<file path="src/design/cpr_pkg.sv">
package cpr_pkg;

  localparam int FRAMES = 16;
  localparam int CFG_W = 5;
  localparam logic [CFG_W-1:0] CFG_RESET = 5'd3;
  localparam int FIDX_W = 4;
  localparam int FAULT_W = 32;
  localparam logic [FAULT_W-1:0] FAULT_MAX = {FAULT_W{1'b1}};

  // Commands broadcast from the sequencer to every frame cell.
  typedef struct packed {
    logic compare;  // latch the lookup match of this cell
    logic home;     // move the hand back to frame 0
    logic step;     // the hand takes one step along the ring
    logic clear;    // end of sequence: empty all frames
  } cell_ctl_t;

endpackage

</file>
<file path="src/design/cpr_cell.sv">
module cpr_cell #(
  parameter int CELL_IDX  = 0,
  parameter int PAGE_BITS = 20,
  parameter int NW        = 5
) (
  input  logic                 clk,
  input  logic                 rst_n,
  input  cpr_pkg::cell_ctl_t   ctl,
  input  logic                 hit_set,
  input  logic [PAGE_BITS-1:0] key,
  input  logic [NW-1:0]        n_active,
  input  logic                 hand_in,
  output logic                 match_r,
  output logic                 valid_r,
  output logic                 ref_r,
  output logic                 hand_r,
  output logic [PAGE_BITS-1:0] page_r,
  output logic                 beyond,
  output logic                 pass_next,
  output logic                 pass_wrap
);

  localparam logic IS_HOME = (CELL_IDX == 0);

  logic                 active;
  logic                 last_active;
  logic                 match_nxt;
  logic                 valid_nxt;
  logic                 ref_nxt;
  logic                 hand_nxt;
  logic [PAGE_BITS-1:0] page_nxt;

  assign active      = (NW'(CELL_IDX) < n_active);
  assign last_active = (NW'(CELL_IDX + 1) == n_active);
  assign beyond      = hand_r & ~active;
  assign pass_next   = ctl.step & hand_r & ~last_active;
  assign pass_wrap   = ctl.step & hand_r & last_active;

  always_comb begin
    match_nxt = match_r;
    valid_nxt = valid_r;
    ref_nxt   = ref_r;
    hand_nxt  = hand_r;
    page_nxt  = page_r;
    if (ctl.compare) begin
      match_nxt = valid_r & active & (page_r == key);
    end
    if (ctl.home) begin
      hand_nxt = IS_HOME;
    end
    if (hit_set) begin
      ref_nxt = 1'b1;
    end
    if (ctl.step) begin
      hand_nxt = hand_in;
      if (hand_r) begin
        if (ref_r) begin
          // Second chance: the bit is taken away and the hand moves on.
          ref_nxt = 1'b0;
        end else begin
          page_nxt  = key;
          valid_nxt = 1'b1;
          ref_nxt   = 1'b1;
        end
      end
    end
    if (ctl.clear) begin
      valid_nxt = 1'b0;
      ref_nxt   = 1'b0;
      hand_nxt  = IS_HOME;
    end
  end

  always_ff @(posedge clk) begin
    if (!rst_n) begin
      valid_r <= 1'b0;
      ref_r   <= 1'b0;
      hand_r  <= IS_HOME;
    end else begin
      valid_r <= valid_nxt;
      ref_r   <= ref_nxt;
      hand_r  <= hand_nxt;
    end
  end

  always_ff @(posedge clk) begin
    match_r <= match_nxt;
    page_r  <= page_nxt;
  end

endmodule

</file>
<file path="src/design/clock_page_replacement_unit.sv">
// Channel  | Ports                      | Contents (lowest bit first)
// input    | in_tvalid/tready/tdata     | tdata: page_key; tlast: last_in_sequence
// result   | out_tvalid/tready/tdata    | tdata: frame_index, evicted_page, fault_count
//          |                            | tuser: hit, evicted_valid
// config   | cfg_wr_en, cfg_wr_data     | frames_in_use
//
// A hit goes through these steps from acceptance to result: the word is latched, every
// frame cell compares in parallel, then the lowest match is picked. A miss then walks
// the hand around the ring of cells, one step at a time, at most one step more than
// there are frames in use. One word is in work at a time; a finished result waits in
// the output register while the next word is taken. A hit's result and the last step
// hold while that register is full and stalled. Reset empties all frames at once.
module clock_page_replacement_unit #(
  parameter int PAGE_BITS = 20
) (
  input  logic                                   clk,
  input  logic                                   rst_n,
  input  logic                                   cfg_wr_en,
  input  logic [cpr_pkg::CFG_W-1:0]              cfg_wr_data,  // frames_in_use
  input  logic                                   in_tvalid,
  output logic                                   in_tready,
  input  logic [((PAGE_BITS+7)/8)*8-1:0]         in_tdata,     // page_key
  input  logic                                   in_tlast,     // last_in_sequence
  output logic                                   out_tvalid,
  input  logic                                   out_tready,
  // frame_index, evicted_page, fault_count
  output logic [((PAGE_BITS+cpr_pkg::FIDX_W+cpr_pkg::FAULT_W+7)/8)*8-1:0] out_tdata,
  output logic [1:0]                             out_tuser     // hit, evicted_valid
);

  localparam int NW = $clog2(cpr_pkg::FRAMES + 1);
  localparam int CW = (NW > cpr_pkg::CFG_W) ? NW : cpr_pkg::CFG_W;
  localparam int PG_LO = cpr_pkg::FIDX_W;
  localparam int FC_LO = cpr_pkg::FIDX_W + PAGE_BITS;

  localparam logic [1:0] ST_IDLE   = 2'd0;
  localparam logic [1:0] ST_LOOK   = 2'd1;
  localparam logic [1:0] ST_DECIDE = 2'd2;
  localparam logic [1:0] ST_WALK   = 2'd3;

  logic [1:0]                   state_r, state_nxt;
  logic [cpr_pkg::CFG_W-1:0]    frames_in_use_r;
  logic [PAGE_BITS-1:0]         key_r;
  logic                         last_r;
  logic [cpr_pkg::FAULT_W-1:0]  faults_r, faults_nxt;

  logic                         out_tvalid_r, out_tvalid_nxt;
  logic                         out_hit_r, out_hit_nxt;
  logic                         out_evv_r, out_evv_nxt;
  logic [cpr_pkg::FIDX_W-1:0]   out_idx_r, out_idx_nxt;
  logic [PAGE_BITS-1:0]         out_page_r, out_page_nxt;
  logic [cpr_pkg::FAULT_W-1:0]  out_fault_r, out_fault_nxt;

  logic [CW-1:0]                cfg_ext;
  logic [NW-1:0]                n_active;
  cpr_pkg::cell_ctl_t           ctl;
  logic [cpr_pkg::FRAMES-1:0]   hit_set_v;
  logic [cpr_pkg::FRAMES-1:0]   match_v, valid_v, ref_v, hand_v, beyond_v;
  logic [cpr_pkg::FRAMES-1:0]   pass_next_v, pass_wrap_v, hand_in_v;
  logic [cpr_pkg::FRAMES-1:0]   hit_sel;
  logic [PAGE_BITS-1:0]         page_a [cpr_pkg::FRAMES];
  logic [cpr_pkg::FIDX_W-1:0]   hit_idx, hand_idx;
  logic [PAGE_BITS-1:0]         hand_page;
  logic                         hand_valid;
  logic                         out_free;
  logic                         load_out;

  assign in_tready  = (state_r == ST_IDLE);
  assign out_tvalid = out_tvalid_r;
  assign out_free   = ~out_tvalid_r | out_tready;

  always_comb begin
    out_tdata = '0;
    out_tdata[cpr_pkg::FIDX_W-1:0]          = out_idx_r;
    out_tdata[PG_LO +: PAGE_BITS]           = out_page_r;
    out_tdata[FC_LO +: cpr_pkg::FAULT_W]    = out_fault_r;
  end
  assign out_tuser = {out_evv_r, out_hit_r};

  // A count of zero acts as one frame, and counts past the array are capped.
  always_comb begin
    cfg_ext = CW'(frames_in_use_r);
    if (cfg_ext == '0) begin
      n_active = NW'(1);
    end else if (cfg_ext > CW'(cpr_pkg::FRAMES)) begin
      n_active = NW'(cpr_pkg::FRAMES);
    end else begin
      n_active = NW'(cfg_ext);
    end
  end

  genvar g;
  generate
    for (g = 0; g < cpr_pkg::FRAMES; g++) begin : g_cell
      if (g == 0) begin : g_first
        assign hand_in_v[g] = |pass_wrap_v;
      end else begin : g_rest
        assign hand_in_v[g] = pass_next_v[g-1];
      end
      cpr_cell #(
        .CELL_IDX  (g),
        .PAGE_BITS (PAGE_BITS),
        .NW        (NW)
      ) u_cell (
        .clk       (clk),
        .rst_n     (rst_n),
        .ctl       (ctl),
        .hit_set   (hit_set_v[g]),
        .key       (key_r),
        .n_active  (n_active),
        .hand_in   (hand_in_v[g]),
        .match_r   (match_v[g]),
        .valid_r   (valid_v[g]),
        .ref_r     (ref_v[g]),
        .hand_r    (hand_v[g]),
        .page_r    (page_a[g]),
        .beyond    (beyond_v[g]),
        .pass_next (pass_next_v[g]),
        .pass_wrap (pass_wrap_v[g])
      );
    end
  endgenerate

  // Lowest set bit of the match vector gives the lowest matching frame.
  assign hit_sel = match_v & (~match_v + {{(cpr_pkg::FRAMES-1){1'b0}}, 1'b1});

  always_comb begin
    hit_idx    = '0;
    hand_idx   = '0;
    hand_page  = '0;
    hand_valid = 1'b0;
    for (int i = 0; i < cpr_pkg::FRAMES; i++) begin
      if (hit_sel[i]) begin
        hit_idx = hit_idx | cpr_pkg::FIDX_W'(i);
      end
      if (hand_v[i]) begin
        hand_idx   = hand_idx | cpr_pkg::FIDX_W'(i);
        hand_page  = hand_page | page_a[i];
        hand_valid = hand_valid | valid_v[i];
      end
    end
  end

  always_comb begin
    state_nxt     = state_r;
    faults_nxt    = faults_r;
    ctl           = '0;
    hit_set_v     = '0;
    load_out      = 1'b0;
    out_hit_nxt   = out_hit_r;
    out_evv_nxt   = out_evv_r;
    out_idx_nxt   = out_idx_r;
    out_page_nxt  = out_page_r;
    out_fault_nxt = out_fault_r;
    case (state_r)
      ST_IDLE: begin
        if (in_tvalid) begin
          state_nxt = ST_LOOK;
        end
      end
      ST_LOOK: begin
        ctl.compare = 1'b1;
        // After the frame count shrinks, a hand left outside the ring restarts at 0.
        ctl.home    = |beyond_v;
        state_nxt   = ST_DECIDE;
      end
      ST_DECIDE: begin
        if (|match_v) begin
          if (out_free) begin
            hit_set_v     = hit_sel;
            load_out      = 1'b1;
            out_hit_nxt   = 1'b1;
            out_evv_nxt   = 1'b0;
            out_idx_nxt   = hit_idx;
            out_page_nxt  = '0;
            out_fault_nxt = faults_r;
            state_nxt     = ST_IDLE;
          end
        end else begin
          if (faults_r != cpr_pkg::FAULT_MAX) begin
            faults_nxt = faults_r + 1'b1;
          end
          state_nxt = ST_WALK;
        end
      end
      ST_WALK: begin
        if (|(hand_v & ref_v)) begin
          ctl.step = 1'b1;
        end else if (out_free) begin
          ctl.step      = 1'b1;
          load_out      = 1'b1;
          out_hit_nxt   = 1'b0;
          out_evv_nxt   = hand_valid;
          out_idx_nxt   = hand_idx;
          out_page_nxt  = hand_valid ? hand_page : '0;
          out_fault_nxt = faults_r;
          state_nxt     = ST_IDLE;
        end
      end
      default: begin
        state_nxt = ST_IDLE;
      end
    endcase
    if (load_out && last_r) begin
      ctl.clear  = 1'b1;
      faults_nxt = '0;
    end
    out_tvalid_nxt = load_out | (out_tvalid_r & ~out_tready);
  end

  always_ff @(posedge clk) begin
    if (!rst_n) begin
      state_r         <= ST_IDLE;
      frames_in_use_r <= cpr_pkg::CFG_RESET;
      faults_r        <= '0;
      out_tvalid_r    <= 1'b0;
    end else begin
      state_r      <= state_nxt;
      faults_r     <= faults_nxt;
      out_tvalid_r <= out_tvalid_nxt;
      if (cfg_wr_en) begin
        frames_in_use_r <= cfg_wr_data;
      end
    end
  end

  always_ff @(posedge clk) begin
    if (in_tvalid && in_tready) begin
      key_r  <= in_tdata[PAGE_BITS-1:0];
      last_r <= in_tlast;
    end
    out_hit_r   <= out_hit_nxt;
    out_evv_r   <= out_evv_nxt;
    out_idx_r   <= out_idx_nxt;
    out_page_r  <= out_page_nxt;
    out_fault_r <= out_fault_nxt;
  end

endmodule

</file>
<file path="config.mk">
export PLATFORM = sky130hd
export DESIGN_NAME = clock_page_replacement_unit
export DESIGN_NICKNAME = d
export VERILOG_FILES = /design/src/design/cpr_pkg.sv /design/src/design/cpr_cell.sv /design/src/design/clock_page_replacement_unit.sv
export SDC_FILE = /design/constraint.sdc
export NUM_CORES = 1
export LEC_CHECK = 0
export ABC_AREA = 1
export BUFFER_PORTS_ARGS = -buffer_cell sky130_fd_sc_hd__buf_2
export CORE_MARGIN = 10
export CORE_UTILIZATION = 45
export DETAILED_ROUTE_END_ITERATION = 10
export PLACE_DENSITY = 0.62
export SYNTH_ARGS = -nofsm -noshare
export SYNTH_HDL_FRONTEND = slang
export SYNTH_SLANG_ARGS = --single-unit
export TNS_END_PERCENT = 100
</file>
<file path="constraint.sdc">
create_clock -name clk -period 4.7 [get_ports clk]
set_input_delay 0.47 -clock clk [delete_from_list [all_inputs] [get_ports clk]]
set_output_delay 0.47 -clock clk [all_outputs]
set_load 0.1 [all_outputs]
</file>
# == After elaboration in Yosys (flattened, before gate mapping) ==
# Index checks and enable logic that the tools add are counted.
# totals
reg_bits,503
in_bits,35
output_inout_bits,60
elab_cells,551
# classes
add_sub_neg,2
order_cmp,17
n_eq_ne,41
mux,186
bitwise,182
n_reduce_logical,32
# ops
op,n
20-bit two-way mux,21
20-bit equality test,16
20-bit bitwise OR,15
1-bit two-way mux,113
1-bit AND,96
32-bit two-way mux,3
4-bit two-way mux,20
32-bit case mux with 2 select lines,1
16-bit OR reduction,4
3-bit AND reduction,18
1-bit NOT,51
16-bit two-way mux,3
"4-bit by 5-bit equality test with 1-bit output, first input constant",8
"4-bit by 5-bit less-than comparator with 1-bit output, first input constant",8
20-bit case mux with 2 select lines,1
"32-bit by 1-bit adder with 32-bit output, second input constant",1
16-bit AND,2
"32-bit inequality test, second input constant",1
3-bit two-way mux,8
"3-bit by 5-bit equality test with 1-bit output, first input constant",4
"3-bit by 5-bit less-than comparator with 1-bit output, first input constant",4
2-bit two-way mux,9
1-bit bitwise OR,17
"16-bit by 1-bit adder with 16-bit output, second input constant",1
21 further kinds,35

# == Depth between registers and ports, before layout ==
# depth
word_depth,35
depth_mapped,15
mapped_depth_nobuf,14

# == Hierarchy ==
# A second synthesis with hierarchy kept.
# hier_totals
hier_cells,3409
hier_area_um2,26930.8
# by_module_without_submodules
module,instances,cells_per_inst,area_each_um2,seq_area_each_um2
clock_page_replacement_unit,1,1093,8003.9,3173.0
cpr_cell at g_cell[10].u_cell,1,154,1217.4,690.7
cpr_cell at g_cell[8].u_cell,1,154,1216.2,690.7
cpr_cell at g_cell[4].u_cell,1,145,1192.4,690.7
cpr_cell at g_cell[12].u_cell,1,143,1188.6,690.7
cpr_cell at g_cell[2].u_cell,1,146,1188.6,690.7
cpr_cell at g_cell[1].u_cell,1,148,1184.9,690.7
cpr_cell at g_cell[3].u_cell,1,147,1183.6,690.7
cpr_cell at g_cell[0].u_cell,1,146,1182.4,690.7
cpr_cell at g_cell[14].u_cell,1,139,1177.4,690.7
cpr_cell at g_cell[5].u_cell,1,146,1177.4,690.7
cpr_cell at g_cell[9].u_cell,1,143,1177.4,690.7
cpr_cell at g_cell[7].u_cell,1,142,1171.1,690.7
cpr_cell at g_cell[15].u_cell,1,141,1169.9,690.7
3 more rows,--,--,--,--

# == Worst setup path after synthesis ==
# OpenSTA, ideal clock, no wires.
# synth_path
kind,reg2reg
from,reg g_cell[6].u_cell.hand_r
to,reg out_fault_r[0] in the netlist's numbering (enable)
setup_time_ps,466
t_arrival_ps,3221
t_required_ps,4234
setup_slack_ps,1013
stages_incl_launch_ff,9
path_buffers,1
synth_period_minus_slack_ps,3687
cell_sequence,dfxtp_1 buf_2 nand2_1 nand2_1 nor2_1 nand2_1 nor2_1 o21ai_1 o21ai_0
# synth_between
elab_chain_cells,4
# synth_rtl
element,line_no,text
"start, declared",cpr_cell.sv:16,"output logic hand_r,"
"start signal, assigned",cpr_cell.sv:82,hand_r <= hand_nxt;
16-bit AND,clock_page_replacement_unit.sv:187,if (|(hand_v & ref_v)) begin
16-bit OR reduction,clock_page_replacement_unit.sv:187,
2-bit inequality test (no source line),--,
3-bit AND reduction (no source line),--,
"end signal, assigned",clock_page_replacement_unit.sv:236,out_fault_r <= out_fault_nxt;
"end, declared",clock_page_replacement_unit.sv:52,"logic [cpr_pkg::FAULT_W-1:0] out_fault_r, out_fault_nxt;"
# Every way passes these cells.
# A chain may end at the register's enable or synchronous reset.

# == Worst setup path in the final report ==
# layout_path
from,reg g_cell[1].u_cell.hand_r
to,reg g_cell[4].u_cell.page_r[6] (enable)
# layout_between
elab_chain_cells,5
# layout_rtl
element,line_no,text
"start, declared",cpr_cell.sv:16,
"start signal, assigned",cpr_cell.sv:82,
16-bit AND,clock_page_replacement_unit.sv:187,
16-bit OR reduction,clock_page_replacement_unit.sv:187,
1-bit two-way mux,clock_page_replacement_unit.sv:187,
1-bit two-way mux,clock_page_replacement_unit.sv:155,case (state_r)
3-bit AND reduction (no source line),--,
"end signal, assigned",cpr_cell.sv:88,page_r <= page_nxt;
"end, declared",cpr_cell.sv:17,"output logic [PAGE_BITS-1:0] page_r,"
# Every way passes these cells.

==> out/qor.yml <==
rr_worst_depth: 12
start_util: 0.4551
synth-seq-cells: 503
insertion_delay_ps: 630
slew_headroom: 0.1542
grt_overflow_total: 0
grt_first_pass_wirelength_um: 141800
cts_root_buf: "clkbuf_16"
hold_buffers: 3
groute.usage.overall: 0.3123
routed_wl_um: 101000
crit_arrival_ps: 3880
cp_slowest_stage_delay_ps: 620
ys.flop_type: "edfxtp_1"
crit_fanout: 30
hold_viol_final: 0
fp.dieW_um: 250.5
vias: 20241
grt_max_degree: 57
dieArea_mm2: 0.06277
vdd_drop_max_uv: 289.3
synth_top_area_frac: 0.5211
cp_num_buf_inv: 3
cts_buffers: 56
power_leakage_uw: 0.009778
skew_ps: 34.44
cts_resized: 0
wl_per_cell_um: 31.58
portBuffers: 90
status: "finished, final reports clean"
worst-path-stages: 12
grt_pass1_vias: 19059
rsz0062_at_grt: "false"
clkSlewWorstSetupHoldPaths_ps: 60
end_kind: "register"
asyncSetResetFlopFracSynth: 0
dr.pass1.iters: 6
syn_to_final_growth_pct: 13.23
syn_nets: 2382
required_ps: 5060
drive_gt1_frac: 0.1215
synth_most_common_cell: "nand2_1"
hp-class: "input port to register"
synth_area_mm2: 0.02392
min_path_cells: 1
place.gp.congestion: 1.049
synthTopCellsByArea: "edfxtp_1, dfxtp_1, nand2_1"
ys_seq_area_frac: 0.5947
synth_cells: 2346
drc: 0
antenna_found_initial: 4
start_kind: "register"
nets: 2498
totalPowerFinal_uw: 11140
drt-initial-drc-count: 2966
final.min_clock_period_ps: 3518
synth_warnings: 0
postRouteAntennaNets: 0
drv_slew: 0
die_h_um: 250.5
max_slew.worst_pin.slew_ps: 1237
coreArea_mm2: 0.05255
synth.distinct_cells: 49
tritoncts: "yes"
dp_hpwl_um: 71470
setup-violations-final: 0
crit_family: "simple AND/OR/NAND/NOR gates"
io_pins: 95
clockBufferDepth: 3
cp_common_cell: "nand2_1"
power_density_mw_per_mm2: 411.5
synth_edf_count: 415
max_freq_mhz: 284.2
finalSetupTns_ps: 0
path_class: "register to register"
avgSynthCellArea_um2: 10.19
avgViaCountPerCell: 6.327
yosysTopAreaCell: "edfxtp_1"
crit_slowest_cell: "nand2_1"
drv_cap: 0
synth_commonest_cells: "nand2_1, edfxtp_1, inv_1"
post_cts_buffers: 0
path_cells: "nand2_1 > nand2_1 > nor2_1 > nand2_1 > nor2_1 > nand2_1 > nand2_1 > buf_4 > nor2_1 > nand2_1 > inv_1 > buf_4"
clock_sinks: 503
period_share: 0.7486
core.rowCount: 84
htreeDepth: 2
worst paths after layout:
path | from | endpoint | slack, ps
setup / recovery | g_cell[1].u_cell.hand_r | g_cell[4].u_cell.page_r[6] | 1180
hold / removal | in_tdata[0] | key_r[0] | 20
setup reg to reg | g_cell[1].u_cell.hand_r | g_cell[4].u_cell.page_r[6] | 1180
hold reg to reg | faults_r[31] | out_fault_r[31] | 440
cells in the final DEF, fill, tap and decap left out, types with 62 or more instances in the layout:
cell      count
a21oi_1      76
buf_2        90
buf_4        71
dfxtp_1      88
edfxtp_1    415
inv_1       259
nand2_1     421
nand3_1      73
nor2_1      152
o21ai_0     125
o22ai_1     117
xnor2_1      62
xor2_1       73
state kept, by name, summed over array words and instances (netlist names):
name                   flops
cfg_ext                    5
out_evv_r                  1
state_r                    2
g_cell.u_cell.match_r     16
g_cell.u_cell.page_r     320
out_tvalid                 1
faults_r                  32
out_idx_r                  4
g_cell.u_cell.hand_r      16
key_r                     20
g_cell.u_cell.valid_r     16
g_cell.u_cell.ref_r       16
out_hit_r                  1
last_r                     1
out_page_r                20
out_fault_r               32
stage by stage:
stage               setup WS [ps]  cell area, um^2  std cells  hold slack, ps    util
floorplan                    1013            23920       2346           408.2       -
CTS                          1274            27080       3198          0.4197  0.5153
finish                       1182            27080       3199           15.85  0.5153
detailed placement           1309            25220       3089           418.4  0.4800
global placement             1312            25220       3089           419.5  0.4800
global route                981.3            27080       3198           10.32  0.5153
layout make-up:
cell class              instances  area (um^2)
clock inverters                27        225.2
clock buffers                  79         1600
diodes                          1        2.502
fillers                      4757        25470
multi-input cells            1459         8110
inverters                     278         1044
repair buffers                164         1013
flip-flops and latches        503        14220
well taps                     688        860.8
per-layer routing:
layer | vias up | track usage | share of wire
met4 | 2 | 0.1709 | 0.068
met1 | 9802 | 0.3998 | 0.38
met5 | - | 0 | 0.00036
met3 | 344 | 0.07371 | 0.11
met2 | 1483 | 0.4819 | 0.44
li1 | 8610 | - | -
worst register-to-register path: stages, from the launching register on:
cell and delay (ps):
dfxtp_1 470, nand2_1 120, nand2_1 70, nor2_1 140
nand2_1 60, nor2_1 240, nand2_1 340, nand2_1 620
buf_4 450, nor2_1 140, nand2_1 280, inv_1 80
buf_4 230
kinds of logic (layout without fill, tap and decap cells):
kind of cell               after synthesis  after routing  synth area share
and+or+nand+nor                        830            830            0.1561
DFF                                    503            503            0.5947
AOI/OAI and AO/OA                      493            493            0.1322
buffers and inverters                  384            548           0.06702
xor gates and xnor gates               135            135           0.04944
adders and majority gates                1              1         0.0005231
other                                    0              1                 0
where the power goes:
part | internal [uW] | total (uW) | switching [uW]
Sequential | 5020 | 5090 | 69.8
Clock | 2530 | 4410 | 1880
Combinational | 280 | 1640 | 1360
Total | 7830 | 11100 | 3310
No activity file was read; power rests on OpenSTA's default activity.
